**config.mk**
```make
export PLATFORM = sky130hd
export DESIGN_NAME = rtt_estimator_fault_monitor_core
export DESIGN_NICKNAME = d
export VERILOG_FILES = /design/src/rtl/core/rtt_fm_pkg.sv /design/src/rtl/core/rtt_estimator_fault_monitor_core.sv
export SDC_FILE = /design/constraint.sdc
export NUM_CORES = 1
export LEC_CHECK = 0
export ABC_CLOCK_PERIOD_IN_PS = 11900
export BUFFER_PORTS_ARGS = -buffer_cell sky130_fd_sc_hd__buf_2
export CAP_MARGIN = 20
export CORE_MARGIN = 4
export CORE_UTILIZATION = 39
export DETAILED_ROUTE_END_ITERATION = 16
export GPL_ROUTABILITY_DRIVEN = 0
export MAX_ROUTING_LAYER = met4
export SLEW_MARGIN = 20
export SYNTH_ARGS = -nofsm -noshare
export SYNTH_HDL_FRONTEND = slang
export SYNTH_SLANG_ARGS = --single-unit
```
**constraint.sdc**
```tcl
create_clock -name clk -period 11.9 [get_ports clk]
set_input_delay 1.785 -clock clk [delete_from_list [all_inputs] [get_ports clk]]
set_output_delay 1.785 -clock clk [all_outputs]
set_load 0.01 [all_outputs]
```
**src/rtl/core/rtt_fm_pkg.sv**
```systemverilog
package rtt_fm_pkg;

  localparam int TIME_BITS_DEF = 16;

  localparam int KIND_BITS    = 2;
  localparam int SAMPLE_BITS  = 20;
  localparam int SITE_BITS    = 2;
  localparam int CFG_BITS     = 16;
  localparam int OUT_TMO_BITS = 17;
  localparam int CFG_IDX_BITS = 2;

  localparam int S_TDATA_BITS = 24;
  localparam int M_TDATA_BITS = 24;

  localparam logic [KIND_BITS-1:0] KIND_WORKING = 2'd0;
  localparam logic [KIND_BITS-1:0] KIND_SAMPLE  = 2'd1;
  localparam logic [KIND_BITS-1:0] KIND_TIMEOUT = 2'd2;

  localparam logic [SITE_BITS-1:0] SITE_OK   = 2'd0;
  localparam logic [SITE_BITS-1:0] SITE_TEMP = 2'd1;
  localparam logic [SITE_BITS-1:0] SITE_PERM = 2'd2;

  localparam logic [CFG_IDX_BITS-1:0] REG_INITIAL_TIMEOUT = 2'd0;
  localparam logic [CFG_IDX_BITS-1:0] REG_RTT_UPPER_BOUND = 2'd1;

  localparam logic [CFG_BITS-1:0] INITIAL_TIMEOUT_RST = 16'd5000;
  localparam logic [CFG_BITS-1:0] RTT_UPPER_BOUND_RST = 16'd30000;

endpackage

```
**src/rtl/core/rtt_estimator_fault_monitor_core.sv**
```systemverilog
// path: an input beat is taken into the input register, then its result
//   into the result register, which holds it while the output stalls
// throughput: one event per cycle while the output is not stalled; the estimator
//   state is updated in the same cycle the result register loads, so the next event sees it
// reset (rst, synchronous): clears both pipeline valids, zeroes average and
//   deviation, loads registers and current timeout with their defaults
module rtt_estimator_fault_monitor_core
  import rtt_fm_pkg::*;
#(
  parameter int TIME_BITS = TIME_BITS_DEF
) (
  input  logic                    clk,
  input  logic                    rst,
  input  logic                    s_axis_tvalid,
  output logic                    s_axis_tready,
  input  logic [S_TDATA_BITS-1:0] s_axis_tdata,   // rtt_sample, site_state
  input  logic [KIND_BITS-1:0]    s_axis_tuser,   // kind
  output logic                    m_axis_tvalid,
  input  logic                    m_axis_tready,
  output logic [M_TDATA_BITS-1:0] m_axis_tdata,   // site_state_next, monitor_timeout
  output logic                    m_axis_tuser,   // monitor_start
  input  logic                    cfg_valid,
  output logic                    cfg_ready,
  input  logic [CFG_IDX_BITS-1:0] cfg_index,
  input  logic [CFG_BITS-1:0]     cfg_data
);

  localparam int CW = (TIME_BITS > SAMPLE_BITS) ? TIME_BITS : SAMPLE_BITS;
  localparam int TW = (TIME_BITS + 1 > CFG_BITS) ? TIME_BITS + 1 : CFG_BITS;
  localparam int EW = TIME_BITS + 2;
  localparam logic [CW-1:0] TMAX_C = CW'((64'd1 << TIME_BITS) - 64'd1);

  logic [CFG_BITS-1:0] initial_timeout;
  logic [CFG_BITS-1:0] rtt_upper_bound;

  logic [TIME_BITS-1:0] rtt_average;
  logic [TIME_BITS-1:0] rtt_deviation;
  logic [TW-1:0]        current_timeout;

  logic                   in_valid;
  logic [KIND_BITS-1:0]   in_kind;
  logic [SAMPLE_BITS-1:0] in_sample;
  logic [SITE_BITS-1:0]   in_site;

  logic [SITE_BITS-1:0]    out_site;
  logic                    out_start;
  logic [OUT_TMO_BITS-1:0] out_timeout;

  logic advance;

  logic [CW-1:0]        samp_ext;
  logic [CW-1:0]        ub_ext;
  logic [CW-1:0]        clamp_ub;
  logic [CW-1:0]        clamp_max;
  logic [TIME_BITS-1:0] samp_w;

  logic signed [EW-1:0] err;
  logic signed [EW-1:0] err_adj;
  logic signed [EW-1:0] avg_sum;
  logic signed [EW-1:0] abs_err;
  logic signed [EW-1:0] dd;
  logic signed [EW-1:0] dd_adj;
  logic signed [EW-1:0] dev_sum;

  logic [SITE_BITS-1:0] site_next;
  logic                 start_next;
  logic [TIME_BITS-1:0] rtt_average_next;
  logic [TIME_BITS-1:0] rtt_deviation_next;
  logic [TW-1:0]        current_timeout_next;

  assign cfg_ready     = 1'b1;
  assign advance       = !m_axis_tvalid || m_axis_tready;
  assign s_axis_tready = !in_valid || advance;

  assign m_axis_tdata = {{(M_TDATA_BITS - SITE_BITS - OUT_TMO_BITS){1'b0}}, out_timeout, out_site};
  assign m_axis_tuser = out_start;

  // sample clamp to the upper bound and to the time width
  assign samp_ext  = CW'(in_sample);
  assign ub_ext    = CW'(rtt_upper_bound);
  assign clamp_ub  = (samp_ext > ub_ext) ? ub_ext : samp_ext;
  assign clamp_max = (clamp_ub > TMAX_C) ? TMAX_C : clamp_ub;
  assign samp_w    = clamp_max[TIME_BITS-1:0];

  // smoothed average, gain 1/2, truncating toward zero
  assign err     = $signed({2'b00, samp_w}) - $signed({2'b00, rtt_average});
  assign err_adj = err + $signed({{(EW-1){1'b0}}, err[EW-1]});
  assign avg_sum = $signed({2'b00, rtt_average}) + (err_adj >>> 1);

  // mean deviation, gain 1/4, truncating toward zero
  assign abs_err = err[EW-1] ? -err : err;
  assign dd      = abs_err - $signed({2'b00, rtt_deviation});
  assign dd_adj  = dd + $signed({{(EW-2){1'b0}}, {2{dd[EW-1]}}});
  assign dev_sum = $signed({2'b00, rtt_deviation}) + (dd_adj >>> 2);

  always_comb begin
    site_next            = in_site;
    start_next           = 1'b0;
    rtt_average_next     = rtt_average;
    rtt_deviation_next   = rtt_deviation;
    current_timeout_next = current_timeout;
    case (in_kind)
      KIND_WORKING: begin
        rtt_average_next     = '0;
        current_timeout_next = TW'(initial_timeout);
        start_next           = 1'b1;
      end
      KIND_SAMPLE: begin
        if (in_site inside {SITE_OK, SITE_TEMP}) begin
          site_next  = SITE_OK;
          start_next = 1'b1;
          if (rtt_average != '0) begin
            rtt_average_next   = avg_sum[TIME_BITS-1:0];
            rtt_deviation_next = dev_sum[TIME_BITS-1:0];
          end else begin
            rtt_average_next   = samp_w;
            rtt_deviation_next = samp_w;
          end
          current_timeout_next = TW'(rtt_average_next) + TW'(rtt_deviation_next);
        end
      end
      KIND_TIMEOUT: begin
        if (in_site inside {SITE_OK, SITE_TEMP}) begin
          site_next  = SITE_TEMP;
          start_next = 1'b1;
        end
      end
      default: begin
      end
    endcase
  end

  always_ff @(posedge clk) begin
    if (rst) begin
      initial_timeout <= INITIAL_TIMEOUT_RST;
      rtt_upper_bound <= RTT_UPPER_BOUND_RST;
      rtt_average     <= '0;
      rtt_deviation   <= '0;
      current_timeout <= TW'(INITIAL_TIMEOUT_RST);
      in_valid        <= 1'b0;
      m_axis_tvalid   <= 1'b0;
    end else begin
      if (cfg_valid && cfg_ready) begin
        case (cfg_index)
          REG_INITIAL_TIMEOUT: initial_timeout <= cfg_data;
          REG_RTT_UPPER_BOUND: rtt_upper_bound <= cfg_data;
          default: begin
          end
        endcase
      end
      if (s_axis_tready) begin
        in_valid <= s_axis_tvalid;
      end
      if (advance) begin
        m_axis_tvalid <= in_valid;
        if (in_valid) begin
          rtt_average     <= rtt_average_next;
          rtt_deviation   <= rtt_deviation_next;
          current_timeout <= current_timeout_next;
        end
      end
    end
  end

  // payload registers
  always_ff @(posedge clk) begin
    if (s_axis_tvalid && s_axis_tready) begin
      in_kind   <= s_axis_tuser;
      in_sample <= s_axis_tdata[SAMPLE_BITS-1:0];
      in_site   <= s_axis_tdata[SAMPLE_BITS+SITE_BITS-1:SAMPLE_BITS];
    end
    if (advance && in_valid) begin
      out_site    <= site_next;
      out_start   <= start_next;
      out_timeout <= start_next ? OUT_TMO_BITS'(current_timeout_next) : '0;
    end
  end

endmodule

```
After elaboration in Yosys (flattened, before gate mapping)
Cells that the tools add are included.

storage, ports and cells
  bits in registers = 127
  bits in latches = 0
  memory bits (writable) = 0
  memory bits (read-only) = 0
  input bits = 49
  memories kept = 0

operators by class
  add/subtract/negate cells = 8
  multipliers = 0
  divide/modulo/power cells = 0
  order comparisons = 2
  eq/ne operators = 5
  shifts and indexed selects = 0
  muxes and demuxes = 18
  bitwise logic cells = 0
  reduce and logical (&&, ||, !) cells = 18

operator list
  cell                                                             number
  2-to-1 mux 16 bit                                                8
  case mux 17 bit (2 select lines)                                 1
  adder 16 bit                                                     2
  case mux 16 bit (2 select lines)                                 1
  greater-than comparator 20 x 16 -> 1 bit                         1
  greater-than comparator 20 x 16 -> 1 bit, second input constant  1
  2-to-1 mux 20 bit                                                1
  adder 18 x 3 -> 18 bit                                           1
  2-to-1 mux 18 bit                                                1
  negation 17 -> 18 bit                                            1
  subtractor 18 x 17 -> 18 bit                                     1
  adder 16 x 16 -> 17 bit                                          1
  adder 17 x 2 -> 17 bit                                           1
  2-to-1 mux 17 bit                                                1
  subtractor 16 x 16 -> 17 bit                                     1
  nonzero test 16 bit                                              1
  AND reduction 4 bit                                              2
  == test 2 x 1 -> 1 bit, second input constant                    3
  zero test 2 bit                                                  3
  AND reduction 2 bit                                              3
  2-to-1 mux 2 bit                                                 2
  case mux 2 bit (2 select lines)                                  1
  nonzero test 2 bit                                               2
  == test 2 bit, second input constant                             1
  7 further kinds                                                  10

Logic depth before layout (Yosys ltp)
Gate-level depths: netlist of the first run.

  depth in word-level cells = 16
  depth in mapped cells = 52
  gate-level depth less buffers = 48

Least setup slack after synthesis of the first run
OpenSTA, ideal clock, no wires.

  kind = register to register
  start point = reg in_sample[10]
  end point = reg out_timeout[11], data pin
  setup time = 0.266 ns
  arrival time = 10.314 ns
  required time = 11.634 ns
  setup slack = 1.320 ns
  cell stages (with the launch flop) = 46
  cells stage by stage = edfxtp_1 > ha_1 > and4_1 > and4bb_1 > a21boi_1 > o31ai_2 > buf_2 > buf_2 > mux2i_1 > inv_1 > ha_1 > or2_4 > or3_4 > o211a_4 > o41a_1 > a311oi_1 > clkbuf_1 > o21ai_0 > [... 10 more ...] > nand2b_1 > xnor2_1 > ha_1 > a2111o_1 > a21oi_1 > nor2_1 > or3_1 > nand3_1 > o21ai_0 > ha_1 > and3_1 > a21oi_1 > o21ai_0 > or2_1 > maj3_1 > a211o_1 > a222oi_1 > nor2_1

on the way
  cells in the longest elaborated chain, start to end = 16
  elaborated cells between the ends (all ways) = 21

RTL lines
  what                                      RTL line                                 source
  from (decl)                               rtt_estimator_fault_monitor_core.sv:42   logic [SAMPLE_BITS-1:0] in_sample;
  from (signal assigned)                    rtt_estimator_fault_monitor_core.sv:169  in_sample <= s_axis_tdata[SAMPLE_BITS-1:0];
  greater-than comparator 20 x 16 -> 1 bit  rtt_estimator_fault_monitor_core.sv:81   assign clamp_ub = (samp_ext > ub_ext) ? ub_ext : samp_ext;
  2-to-1 mux 20 bit (*)                     rtt_estimator_fault_monitor_core.sv:81
  greater-than comparator 20 x 16 -> 1 bit  rtt_estimator_fault_monitor_core.sv:82   assign clamp_max = (clamp_ub > TMAX_C) ? TMAX_C : clamp_ub;
  2-to-1 mux 16 bit (*)                     rtt_estimator_fault_monitor_core.sv:82
  subtractor 16 x 16 -> 17 bit              rtt_estimator_fault_monitor_core.sv:86   assign err = $signed({2'b00, samp_w}) - $signed({2'b00, rtt_average});
  negation 17 -> 18 bit                     rtt_estimator_fault_monitor_core.sv:91   assign abs_err = err[EW-1] ? -err : err;
  2-to-1 mux 18 bit                         rtt_estimator_fault_monitor_core.sv:91
  subtractor 18 x 17 -> 18 bit              rtt_estimator_fault_monitor_core.sv:92   assign dd = abs_err - $signed({2'b00, rtt_deviation});
  adder 18 x 3 -> 18 bit                    rtt_estimator_fault_monitor_core.sv:93   assign dd_adj = dd + $signed({{(EW-2){1'b0}}, {2{dd[EW-1]}}});
  adder 16 bit                              rtt_estimator_fault_monitor_core.sv:94   assign dev_sum = $signed({2'b00, rtt_deviation}) + (dd_adj >>> 2);
  2-to-1 mux 16 bit                         rtt_estimator_fault_monitor_core.sv:112  if (rtt_average != '0) begin
  2-to-1 mux 16 bit                         rtt_estimator_fault_monitor_core.sv:109  if (in_site inside {SITE_OK, SITE_TEMP}) begin
  2-to-1 mux 16 bit                         rtt_estimator_fault_monitor_core.sv:102  case (in_kind)
  adder 16 x 16 -> 17 bit (*)               rtt_estimator_fault_monitor_core.sv:119  current_timeout_next = TW'(rtt_average_next) + TW'(rtt_deviation_next);
  2-to-1 mux 17 bit (*)                     rtt_estimator_fault_monitor_core.sv:109
  case mux 17 bit (2 select lines) (*)      rtt_estimator_fault_monitor_core.sv:102
  to (signal assigned)                      rtt_estimator_fault_monitor_core.sv:175  out_timeout <= start_next ? OUT_TMO_BITS'(current_timeout_next) : '0;
  to (decl)                                 rtt_estimator_fault_monitor_core.sv:47   logic [OUT_TMO_BITS-1:0] out_timeout;

Every way passes the cells marked *; elsewhere a longest branch is shown, timed or not. The select of a mux whose other input is x is not followed.
A chain may end at the register's enable or synchronous reset.

Worst setup path in the final report of the first run
  start point = reg rtt_upper_bound[7]
  end point = reg out_timeout[11], data pin

on the way
  cells in the longest elaborated chain, start to end = 16
  elaborated cells between the ends (all ways) = 21

RTL lines
  what                                      RTL line                                 source
  from (decl)                               rtt_estimator_fault_monitor_core.sv:34   logic [CFG_BITS-1:0] rtt_upper_bound;
  from (signal assigned)                    rtt_estimator_fault_monitor_core.sv:146  REG_RTT_UPPER_BOUND: rtt_upper_bound <= cfg_data;
  greater-than comparator 20 x 16 -> 1 bit  rtt_estimator_fault_monitor_core.sv:81
  2-to-1 mux 20 bit (*)                     rtt_estimator_fault_monitor_core.sv:81
  greater-than comparator 20 x 16 -> 1 bit  rtt_estimator_fault_monitor_core.sv:82
  2-to-1 mux 16 bit (*)                     rtt_estimator_fault_monitor_core.sv:82
  subtractor 16 x 16 -> 17 bit              rtt_estimator_fault_monitor_core.sv:86
  negation 17 -> 18 bit                     rtt_estimator_fault_monitor_core.sv:91
  2-to-1 mux 18 bit                         rtt_estimator_fault_monitor_core.sv:91
  subtractor 18 x 17 -> 18 bit              rtt_estimator_fault_monitor_core.sv:92
  adder 18 x 3 -> 18 bit                    rtt_estimator_fault_monitor_core.sv:93
  adder 16 bit                              rtt_estimator_fault_monitor_core.sv:94
  2-to-1 mux 16 bit                         rtt_estimator_fault_monitor_core.sv:112
  2-to-1 mux 16 bit                         rtt_estimator_fault_monitor_core.sv:109
  2-to-1 mux 16 bit                         rtt_estimator_fault_monitor_core.sv:102
  adder 16 x 16 -> 17 bit (*)               rtt_estimator_fault_monitor_core.sv:119
  2-to-1 mux 17 bit (*)                     rtt_estimator_fault_monitor_core.sv:109
  case mux 17 bit (2 select lines) (*)      rtt_estimator_fault_monitor_core.sv:102

Marks and branches as above.

==> flow_summary.json, run 1 <==
{
  "dp_cells": 1666,
  "cts_buffers": 17,
  "hold_class": "register to register",
  "multiInputGateArea_mm2": 0.006954,
  "synth_most_common_cell": "nor2_1",
  "synth_edf_count": 44,
  "viasPerCell": 5.539,
  "final_util_pct": 45.62,
  "r2r-end": "out_timeout[11]",
  "htree_levels": 4,
  "status": "finished clean",
  "dieArea_mm2": 0.02950,
  "crit_arrival_ns": 11.36,
  "path_clk_slew_ns": 0.06,
  "post-dp-hpwl_um": 23240,
  "critPathRequiredTime_ns": 12.06,
  "p_per_area_mw_per_mm2": 149.1,
  "period_needed_ns": 11.20,
  "regArea_mm2": 0.002983,
  "worst-setup-path-type": "register to register",
  "syn_inst": 1276,
  "synth_common_cells": "nor2_1 (139), nand2_1 (119), a21oi_1 (102), ha_1 (98), inv_1 (96)",
  "ys_seq_area_share_pct": 28.52,
  "ir_worst_vdd_uv": 106.5,
  "gr-total-overflow": 0,
  "grt_max_degree": 86,
  "fin_hold_ws_ns": 0.4628,
  "cts_tree": "built",
  "diodes": 0,
  "critPathMaxStageDelay_ns": 0.46,
  "finalSetupViolCount": 0,
  "synth_async_sr_flop_share_pct": 0,
  "reg2reg_depth": 47,
  "crit_fanout": 11,
  "num_vias": 9438,
  "synth_top_cell_by_area": "dfxtp_1",
  "nNetsFinal": 1508,
  "start_util_pct": 39.91,
  "drtPass1Iterations": 7,
  "r2r_slack_ns": 0.70,
  "rows": 59,
  "synth_area_leaders": "dfxtp_1 (16%), edfxtp_1 (13%), ha_1 (12%), xnor2_1 (5.2%), nor2_1 (5.0%)",
  "fp.coreArea_mm2": 0.02621,
  "die_h_um": 171.8,
  "n_fill_cell": 2569,
  "worstSkewPairLatency_ns": 0.43,
  "hold_viol_final": 0,
  "max-cap-violations": 0,
  "area_delta_synth_final_pct": 14.32,
  "drive_above_1_share_pct": 13.73,
  "synth_cell_types": 95,
  "final.setup.worst_slack_ns": 0.6968,
  "end_kind": "register",
  "slew_headroom_pct": 28.71,
  "drt_iter0_markers": 850,
  "synth_ff_type": "dfxtp_1",
  "cp_slowest_cell": "a311o_1",
  "skew_ns": 0.01320,
  "ys_seq_elements": 127,
  "fmax_mhz": 89.26,
  "yosysWarnings": 0,
  "final_cells": 1704,
  "p_leak_nw": 4.827,
  "cts.sinks": 127,
  "min_path_cells": 2,
  "wl_um": 29740,
  "drc_errors": 0,
  "io_buffers": 68,
  "wl_per_cell_um": 17.45,
  "synth_top_area_share_pct": 15.89,
  "grt_usage_pct": 20.63,
  "drv_slew": 0,
  "ant_nets": 0,
  "reg2reg_from": "rtt_upper_bound[7]",
  "hold_end": "initial_timeout[5]",
  "grt_pass1_wl_um": 47170,
  "antenna_found_initial": 0,
  "min-delay-start": "initial_timeout[5]",
  "root_buffer": "clkbuf_16",
  "cp-start-kind": "register",
  "fin_area_mm2": 0.01196,
  "clockBufferDepth": 2,
  "place_area_mm2": 0.01127,
  "place_ws_ns": 0.5340,
  "die_w_um": 171.8,
  "ios": 77,
  "syn_area_per_cell_um2": 8.197,
  "synth_area_mm2": 0.01046,
  "grt_pass1_vias": 9011,
  "fin_crit_sh_pct": 94.14,
  "worst_pin_slew_ns": 1.067
}
-- worst max path at each step --
stage          slack, ns         endpoint  cells past startpoint               start
2_1_floorplan       1.32  out_timeout[11]                     45       in_sample[10]
6_report            0.70  out_timeout[11]                     47  rtt_upper_bound[7]
3_3_place_gp        0.54  out_timeout[11]                     44  rtt_upper_bound[7]
4_1_cts             0.47  out_timeout[11]                     43  rtt_upper_bound[7]
3_5_place_dp        0.53  out_timeout[11]                     43  rtt_upper_bound[7]
5_1_grt            -0.02  out_timeout[11]                     48  rtt_upper_bound[7]
-- power breakdown --
group | internal, mW | switching (mW)
sequential | 0.470 | 0.0116
clock | 0.281 | 0.241
combinational | 0.313 | 0.466
-- through the flow --
| stage | power [mW] | setup TNS (ns) |
|---|---|---|
| after global routing | 1.886 | -0.01620 |
| final | 1.783 | 0 |
| after global placement | 1.234 | 0 |
| after CTS | 1.769 | 0 |
| after floorplan | 1.044 | 0 |
| after detailed placement | 1.243 | 0 |
-- layout make-up --
class	instances	share of cell area [%]
Inverter	96	3.014
Clock inverter	15	1.360
Clock buffer	17	3.558
Tap cell	335	3.506
Multi-Input combinational cell	1005	58.16
Sequential cell	127	24.95
Timing Repair Buffer	109	5.452
-- cell families (layout without fill, tap and decap cells) --
family,Yosys count,in the layout,share of synthesized area (%)
AO/OA/AOI/OAI,358,358,23.57
buffers and inverters,148,237,5.670
AND/OR/NAND/NOR,425,425,19.74
flip-flops,127,127,28.52
other,2,6,0.07181
multiplexers,18,18,1.782
adder cells (fa/ha/maj),104,104,12.78
XOR/XNOR,94,94,7.872
-- layer usage --
metal | vias up | part of all wire (%) | global-route usage, %
met5 | - | 0 | -
li1 | 4760 | - | -
met3 | 36 | 4.7 | 2.367
met4 | 0 | 2.5 | 6.459
met1 | 4386 | 46 | 27.63
met2 | 256 | 46 | 32.84
-- placed cells by master, fill, tap and decap left out, types with 7 or more instances in the layout --
master	netlist	layout
nor2_1	139	139
buf_4	7	40
a22oi_1	19	19
dfxtp_1	83	83
a31oi_1	13	13
nand2_1	119	119
or3_1	13	13
mux2i_1	13	11
nand4_1	7	7
buf_2	3	68
a21oi_1	102	101
or2_2	8	8
xor2_1	32	32
o21a_1	10	10
a211o_1	20	20
nor4_1	8	8
edfxtp_1	44	44
nand3b_1	9	9
ha_1	98	97
a222oi_1	9	9
nand2b_1	19	19
clkbuf_16	0	17
nand3_1	19	19
inv_1	96	96
and2_1	9	9
a21o_1	25	25
nor2b_1	15	15
o21ai_1	6	8
xnor2_1	62	62
o21ai_0	51	48
nor3_1	21	21
a211oi_1	26	25
-- flip-flops by register name, summed over array words and instances, names as in the netlist --
name and flops:
in_valid 1, out_timeout 17, rtt_upper_bound 16, rtt_average 16, initial_timeout 16, current_timeout 17, in_kind 2, out_site 2
m_axis_tvalid 1, in_sample 20, m_axis_tuser 1, rtt_deviation 16, in_site 2
-- timing repair --
item,CTS,global route
resized for setup,0,17
buffers inserted,0,6
hold buffers,0,0
setup endpoints to repair,0,14
-- critical path, delay by kind of cell (launching register included) --
family	cells	cell delay, ns
buffers and inverters	4	0.65
xor gates and xnor gates	3	0.53
DFF	1	0.42
muxes	1	0.39
and+or+nand+nor	10	1.55
adders and majority gates	6	2.01
AOI/OAI and AO/OA	23	5.39
Power figures use the tool's default switching activity.
==> run 2, diff against run 1 <==
Settings changed: ABC_CLOCK_PERIOD_IN_PS 11900 to 10200, MAX_ROUTING_LAYER met4 to not set.
Clock period 11.9 ns to 10.2 ns, I/O delays scaled along.
==> run 2 against run 1 <==
Effect of this change: the flow now finishes with violations (negative setup slack); non-clock buffer count is 218 higher; utilization is 8.9 points higher; combinational power is 67% higher; critical path type unchanged; worst hold slack worse by 0.0039 ns; largest power group unchanged; sequential power is 17% higher; register-to-register slack worse by 0.73 ns; final cell count is 13% higher; global-route usage is 1.5 points higher; total power is 39% higher.
==> flow_summary.json, run 2 (same netlist as run 1, synthesis figures left out) <==
{
  "status": "finished, violations left",
  "violations": "negative setup slack",
  "antenna_found_initial": 0,
  "ir_worst_vdd_uv": 134.2,
  "final_cells": 1922,
  "cts.sinks": 127,
  "htree_levels": 4,
  "fin_hold_ws_ns": 0.4589,
  "worst-setup-path-type": "register to register",
  "end_kind": "register",
  "fp.coreArea_mm2": 0.02621,
  "wl_per_cell_um": 17.39,
  "post-dp-hpwl_um": 25290,
  "io_buffers": 68,
  "drtPass1Iterations": 6,
  "viasPerCell": 5.464,
  "cp-start-kind": "register",
  "place_area_mm2": 0.01278,
  "grt_max_degree": 86,
  "gr-total-overflow": 0,
  "fin_tns_setup_ns": -0.03256,
  "cts_hold_buf": 0,
  "cp_slowest_cell": "edfxtp_1",
  "fin_crit_sh_pct": 100.3,
  "fmax_mhz": 97.73,
  "final_util_pct": 54.52,
  "reg2reg_depth": 49,
  "dp_cells": 1865,
  "drc_errors": 0,
  "cts_buffers": 17,
  "die_h_um": 171.8,
  "critPathRequiredTime_ns": 10.36,
  "grt_pass1_wl_um": 51480,
  "wl_um": 33430,
  "final_common_cell": "buf_4",
  "worstSkewPairLatency_ns": 0.42,
  "fin_area_mm2": 0.01429,
  "cpMostUsedCell": "buf_4",
  "cts_tree": "built",
  "skew_ns": 0.01565,
  "diodes": 0,
  "area_delta_synth_final_pct": 36.62,
  "regArea_mm2": 0.002983,
  "num_vias": 10502,
  "finalSetupViolCount": 1,
  "nNetsFinal": 1726,
  "n_fill_cell": 2384,
  "hold_class": "register to register",
  "grt_pass1_vias": 10096,
  "largest_reg_flops": 20,
  "ios": 77,
  "die_w_um": 171.8,
  "p_per_area_mw_per_mm2": 173.0,
  "power_mw": 2.472,
  "crit_arrival_ns": 10.39,
  "worst_pin_slew_ns": 1.082,
  "drive_above_1_share_pct": 31.95,
  "start_util_pct": 39.91,
  "mostFrequentLayoutCells": "buf_4 (254), nor2_1 (131), nand2_1 (116)",
  "final.setup.worst_slack_ns": -0.03256,
  "top_regs": "in_sample x20, current_timeout x17, out_timeout x17",
  "rows": 59,
  "root_buffer": "clkbuf_16",
  "max-cap-violations": 0,
  "min_path_cells": 2,
  "hold_viol_final": 0,
  "critPathMaxStageDelay_ns": 0.43,
  "period_needed_ns": 10.23,
  "multiInputGateArea_mm2": 0.007641,
  "crit_fanout": 6,
  "drv_slew": 0,
  "ant_nets": 0,
  "slew_headroom_pct": 27.87,
  "p_leak_nw": 5.988,
  "grt_usage_pct": 22.09,
  "place_ws_ns": -0.3787,
  "regMostFlops": "in_sample",
  "dieArea_mm2": 0.02950,
  "clockBufferDepth": 2,
  "drt_iter0_markers": 688,
  "path_clk_slew_ns": 0.07,
  "rsz0062_at_grt": "true"
}
-- run 2: worst max-delay path, delay by kind of cell, from the launching register on --
family	cells	cell delay, ns
AOI/OAI and AO/OA	21	4.28
xor gates and xnor gates	3	0.49
buffers and inverters	9	1.26
and+or+nand+nor	8	1.37
DFF	1	0.43
adders and majority gates	7	1.86
muxes	1	0.24
-- run 2: report_power, final --
part | total [mW] | internal [mW] | switching (mW)
clock | 0.608 | 0.345 | 0.263
sequential | 0.562 | 0.548 | 0.0137
combinational | 1.30 | 0.623 | 0.680
total | 2.47 | 1.52 | 0.956
-- run 2: area by class of cell --
type                    instances  share of cell area, %
flip-flops and latches        127                  20.88
well taps                     335                  2.933
inverters                      96                  2.539
repair buffers                327                  16.12
clock buffers                  18                  3.004
multi-input cells            1005                  53.48
clock inverters                14                  1.051
-- run 2: what timing repair did --
item | 4_1_cts | 5_1_grt
buffers inserted | 8 | 22
endpoints found under the setup margin | 18 | 21
pin swaps | 22 | 88
gates resized for setup | 39 | 126
endpoints found under the hold margin | 0 | 0
-- run 2: path summary, 6_finish.rpt --
check,from,end,slack [ns]
max,in_sample[7],out_timeout[11],-0.03
min,rtt_upper_bound[3],rtt_upper_bound[3],0.46
max reg2reg,in_sample[7],out_timeout[11],-0.03
min reg2reg,rtt_upper_bound[3],rtt_upper_bound[3],0.46
-- run 2: per-layer routing --
| metal | vias up | GRT usage [%] | part of all wire (%) |
|---|---|---|---|
| met4 | 0 | 8.100 | 3.8 |
| li1 | 5183 | - | - |
| met5 | - | 0 | 0 |
| met3 | 63 | 3.562 | 5.2 |
| met1 | 4960 | 29.00 | 44 |
| met2 | 296 | 36.78 | 47 |
==> run 3, diff against run 2 <==
Settings changed: ABC_CLOCK_PERIOD_IN_PS 10200 to 11440, SETUP_SLACK_MARGIN set to 0.2.
Clock period 10.2 ns to 11.44 ns, I/O delays scaled along.
==> run 3 against run 2 <==
Effect of this change: the flow now finishes without violations; clock-buffer cell count shrank 1; fmax decreased by 5.2%; die area did not move; first-iteration DRC count fell by 5.4%; clock skew down 0.00077 ns; design area is 14% lower; critical endpoint unchanged; largest power group unchanged; highest routed layer unchanged.
==> flow_summary.json, run 3 (same netlist as run 1, synthesis figures left out) <==
{
  "status": "finished clean",
  "cp-start-kind": "register",
  "max-cap-violations": 0,
  "crit_buf_inv": 7,
  "viasPerCell": 5.577,
  "top_regs": "in_sample x20, current_timeout x17, out_timeout x17",
  "num_vias": 9614,
  "nNetsFinal": 1528,
  "clockBufferDepth": 2,
  "multiInputGateArea_mm2": 0.007052,
  "root_buffer": "clkbuf_16",
  "grt_max_degree": 86,
  "end_kind": "register",
  "path_clk_slew_ns": 0.07,
  "use_met1_pct": 28.14,
  "regArea_mm2": 0.002983,
  "slew_headroom_pct": 36.14,
  "drv_slew": 0,
  "largest_reg_flops": 20,
  "skew_ns": 0.01488,
  "htree_levels": 4,
  "fin_crit_sh_pct": 94.38,
  "antenna_found_initial": 0,
  "area_delta_synth_final_pct": 17.02,
  "n_fill_cell": 2548,
  "drtPass1Iterations": 6,
  "worst-setup-path-type": "register to register",
  "worstSkewPairLatency_ns": 0.43,
  "die_h_um": 171.8,
  "critPathRequiredTime_ns": 11.60,
  "p_leak_nw": 4.969,
  "critPathMaxStageDelay_ns": 0.46,
  "cp_slowest_cell": "a2111o_1",
  "reg2reg_from": "in_sample[10]",
  "min-delay-start": "rtt_upper_bound[9]",
  "hold_viol_final": 0,
  "drive_above_1_share_pct": 15.98,
  "rows": 59,
  "cts_tree": "built",
  "hold_class": "register to register",
  "cts.sinks": 127,
  "fmax_mhz": 92.61,
  "wl_per_cell_um": 17.46,
  "ant_nets": 0,
  "cts_buffers": 17,
  "gr-total-overflow": 0,
  "place_ws_ns": 0.2216,
  "grt_pass1_wl_um": 47780,
  "final_common_cell": "nor2_1",
  "final.setup.worst_slack_ns": 0.6425,
  "met3_usage_pct": 2.068,
  "io_buffers": 68,
  "crit_arrival_ns": 10.96,
  "die_w_um": 171.8,
  "power_mw": 1.913,
  "finalSetupViolCount": 0,
  "wl_um": 30110,
  "mostFrequentLayoutCells": "nor2_1 (139), nand2_1 (119), a21oi_1 (99)",
  "worst_pin_slew_ns": 0.9578,
  "crit_fanout": 9,
  "p_per_area_mw_per_mm2": 156.3,
  "diodes": 0,
  "dieArea_mm2": 0.02950,
  "rsz0062_at_grt": "false",
  "drt_iter0_markers": 651,
  "period_needed_ns": 10.80,
  "post-dp-hpwl_um": 23430,
  "met2_usage_pct": 33.50,
  "ir_worst_vdd_uv": 112.7,
  "ios": 77,
  "grt_usage_pct": 20.26,
  "drc_errors": 0,
  "fp.coreArea_mm2": 0.02621,
  "regMostFlops": "in_sample",
  "grt_pass1_vias": 9082,
  "path_delay_family": "compound AO/OA/AOI/OAI gates",
  "busiest_layer": "met2",
  "start_util_pct": 39.91,
  "fin_tns_setup_ns": 0,
  "worstSetupStartpoint": "in_sample[10]"
}
-- run 3: cell types whose count changed in the layout (fill, tap and decap cells not counted), sizes merged --
cell	before	now
buf	327	129
inv	103	106
bufinv	1	0
clkbuf	18	17
clkinvlp	1	0
-- run 3: stage by stage --
step,instance area [um^2],hold WS (ns),utilization (%),std cells
floorplan,10470,0.4360,-,1280
global route,12240,0.4830,46.70,1724
global placement,11410,0.4437,43.55,1683
CTS,12030,0.4591,45.89,1715
finish,12240,0.4560,46.70,1724
detailed placement,11410,0.4492,43.55,1683
-- run 3: where the power goes --
group	switching [mW]	total, mW	internal [mW]
clock network	0.261	0.558	0.297
logic	0.501	0.855	0.354
registers	0.0118	0.500	0.488
total	0.773	1.91	1.14
-- run 3: final timing paths --
check	end	slack, ns	cells after the start
setup / recovery	out_timeout[11]	0.64	45
hold / removal	rtt_upper_bound[9]	0.46	2
setup reg to reg	out_timeout[11]	0.64	45
hold reg to reg	rtt_upper_bound[9]	0.46	2
-- run 3: area by class of cell --
cell class,instances,area share [%]
clock buffers,17,3.476
well taps,335,3.425
inverters,96,2.944
repair buffers,129,6.686
clock inverters,15,1.482
multi-input cells,1005,57.62
flip-flops and latches,127,24.37
-- run 3: timing repair --
action	CTS	global route
setup buffers	0	8
gates resized for setup	2	32
hold buffers	0	0
pin swaps	0	12
endpoints found under the setup margin	1	18
-- run 3: metal layers --
metal	part of all wire, %	vias up
met5	0	-
met4	2.2	0
met3	4.7	27
met2	47	264
met1	46	4510
li1	-	4813
-- run 3: worst register-to-register path: cells and delay by family (launching register included) --
kind	cells	cell delay, ns
AO/OA/AOI/OAI	15	3.56
XOR/XNOR	1	0.16
adder cells (fa/ha/maj)	6	1.99
buffers and inverters	7	0.96
flip-flops	1	0.44
multiplexers	1	0.24
AND/OR/NAND/NOR	15	3.17
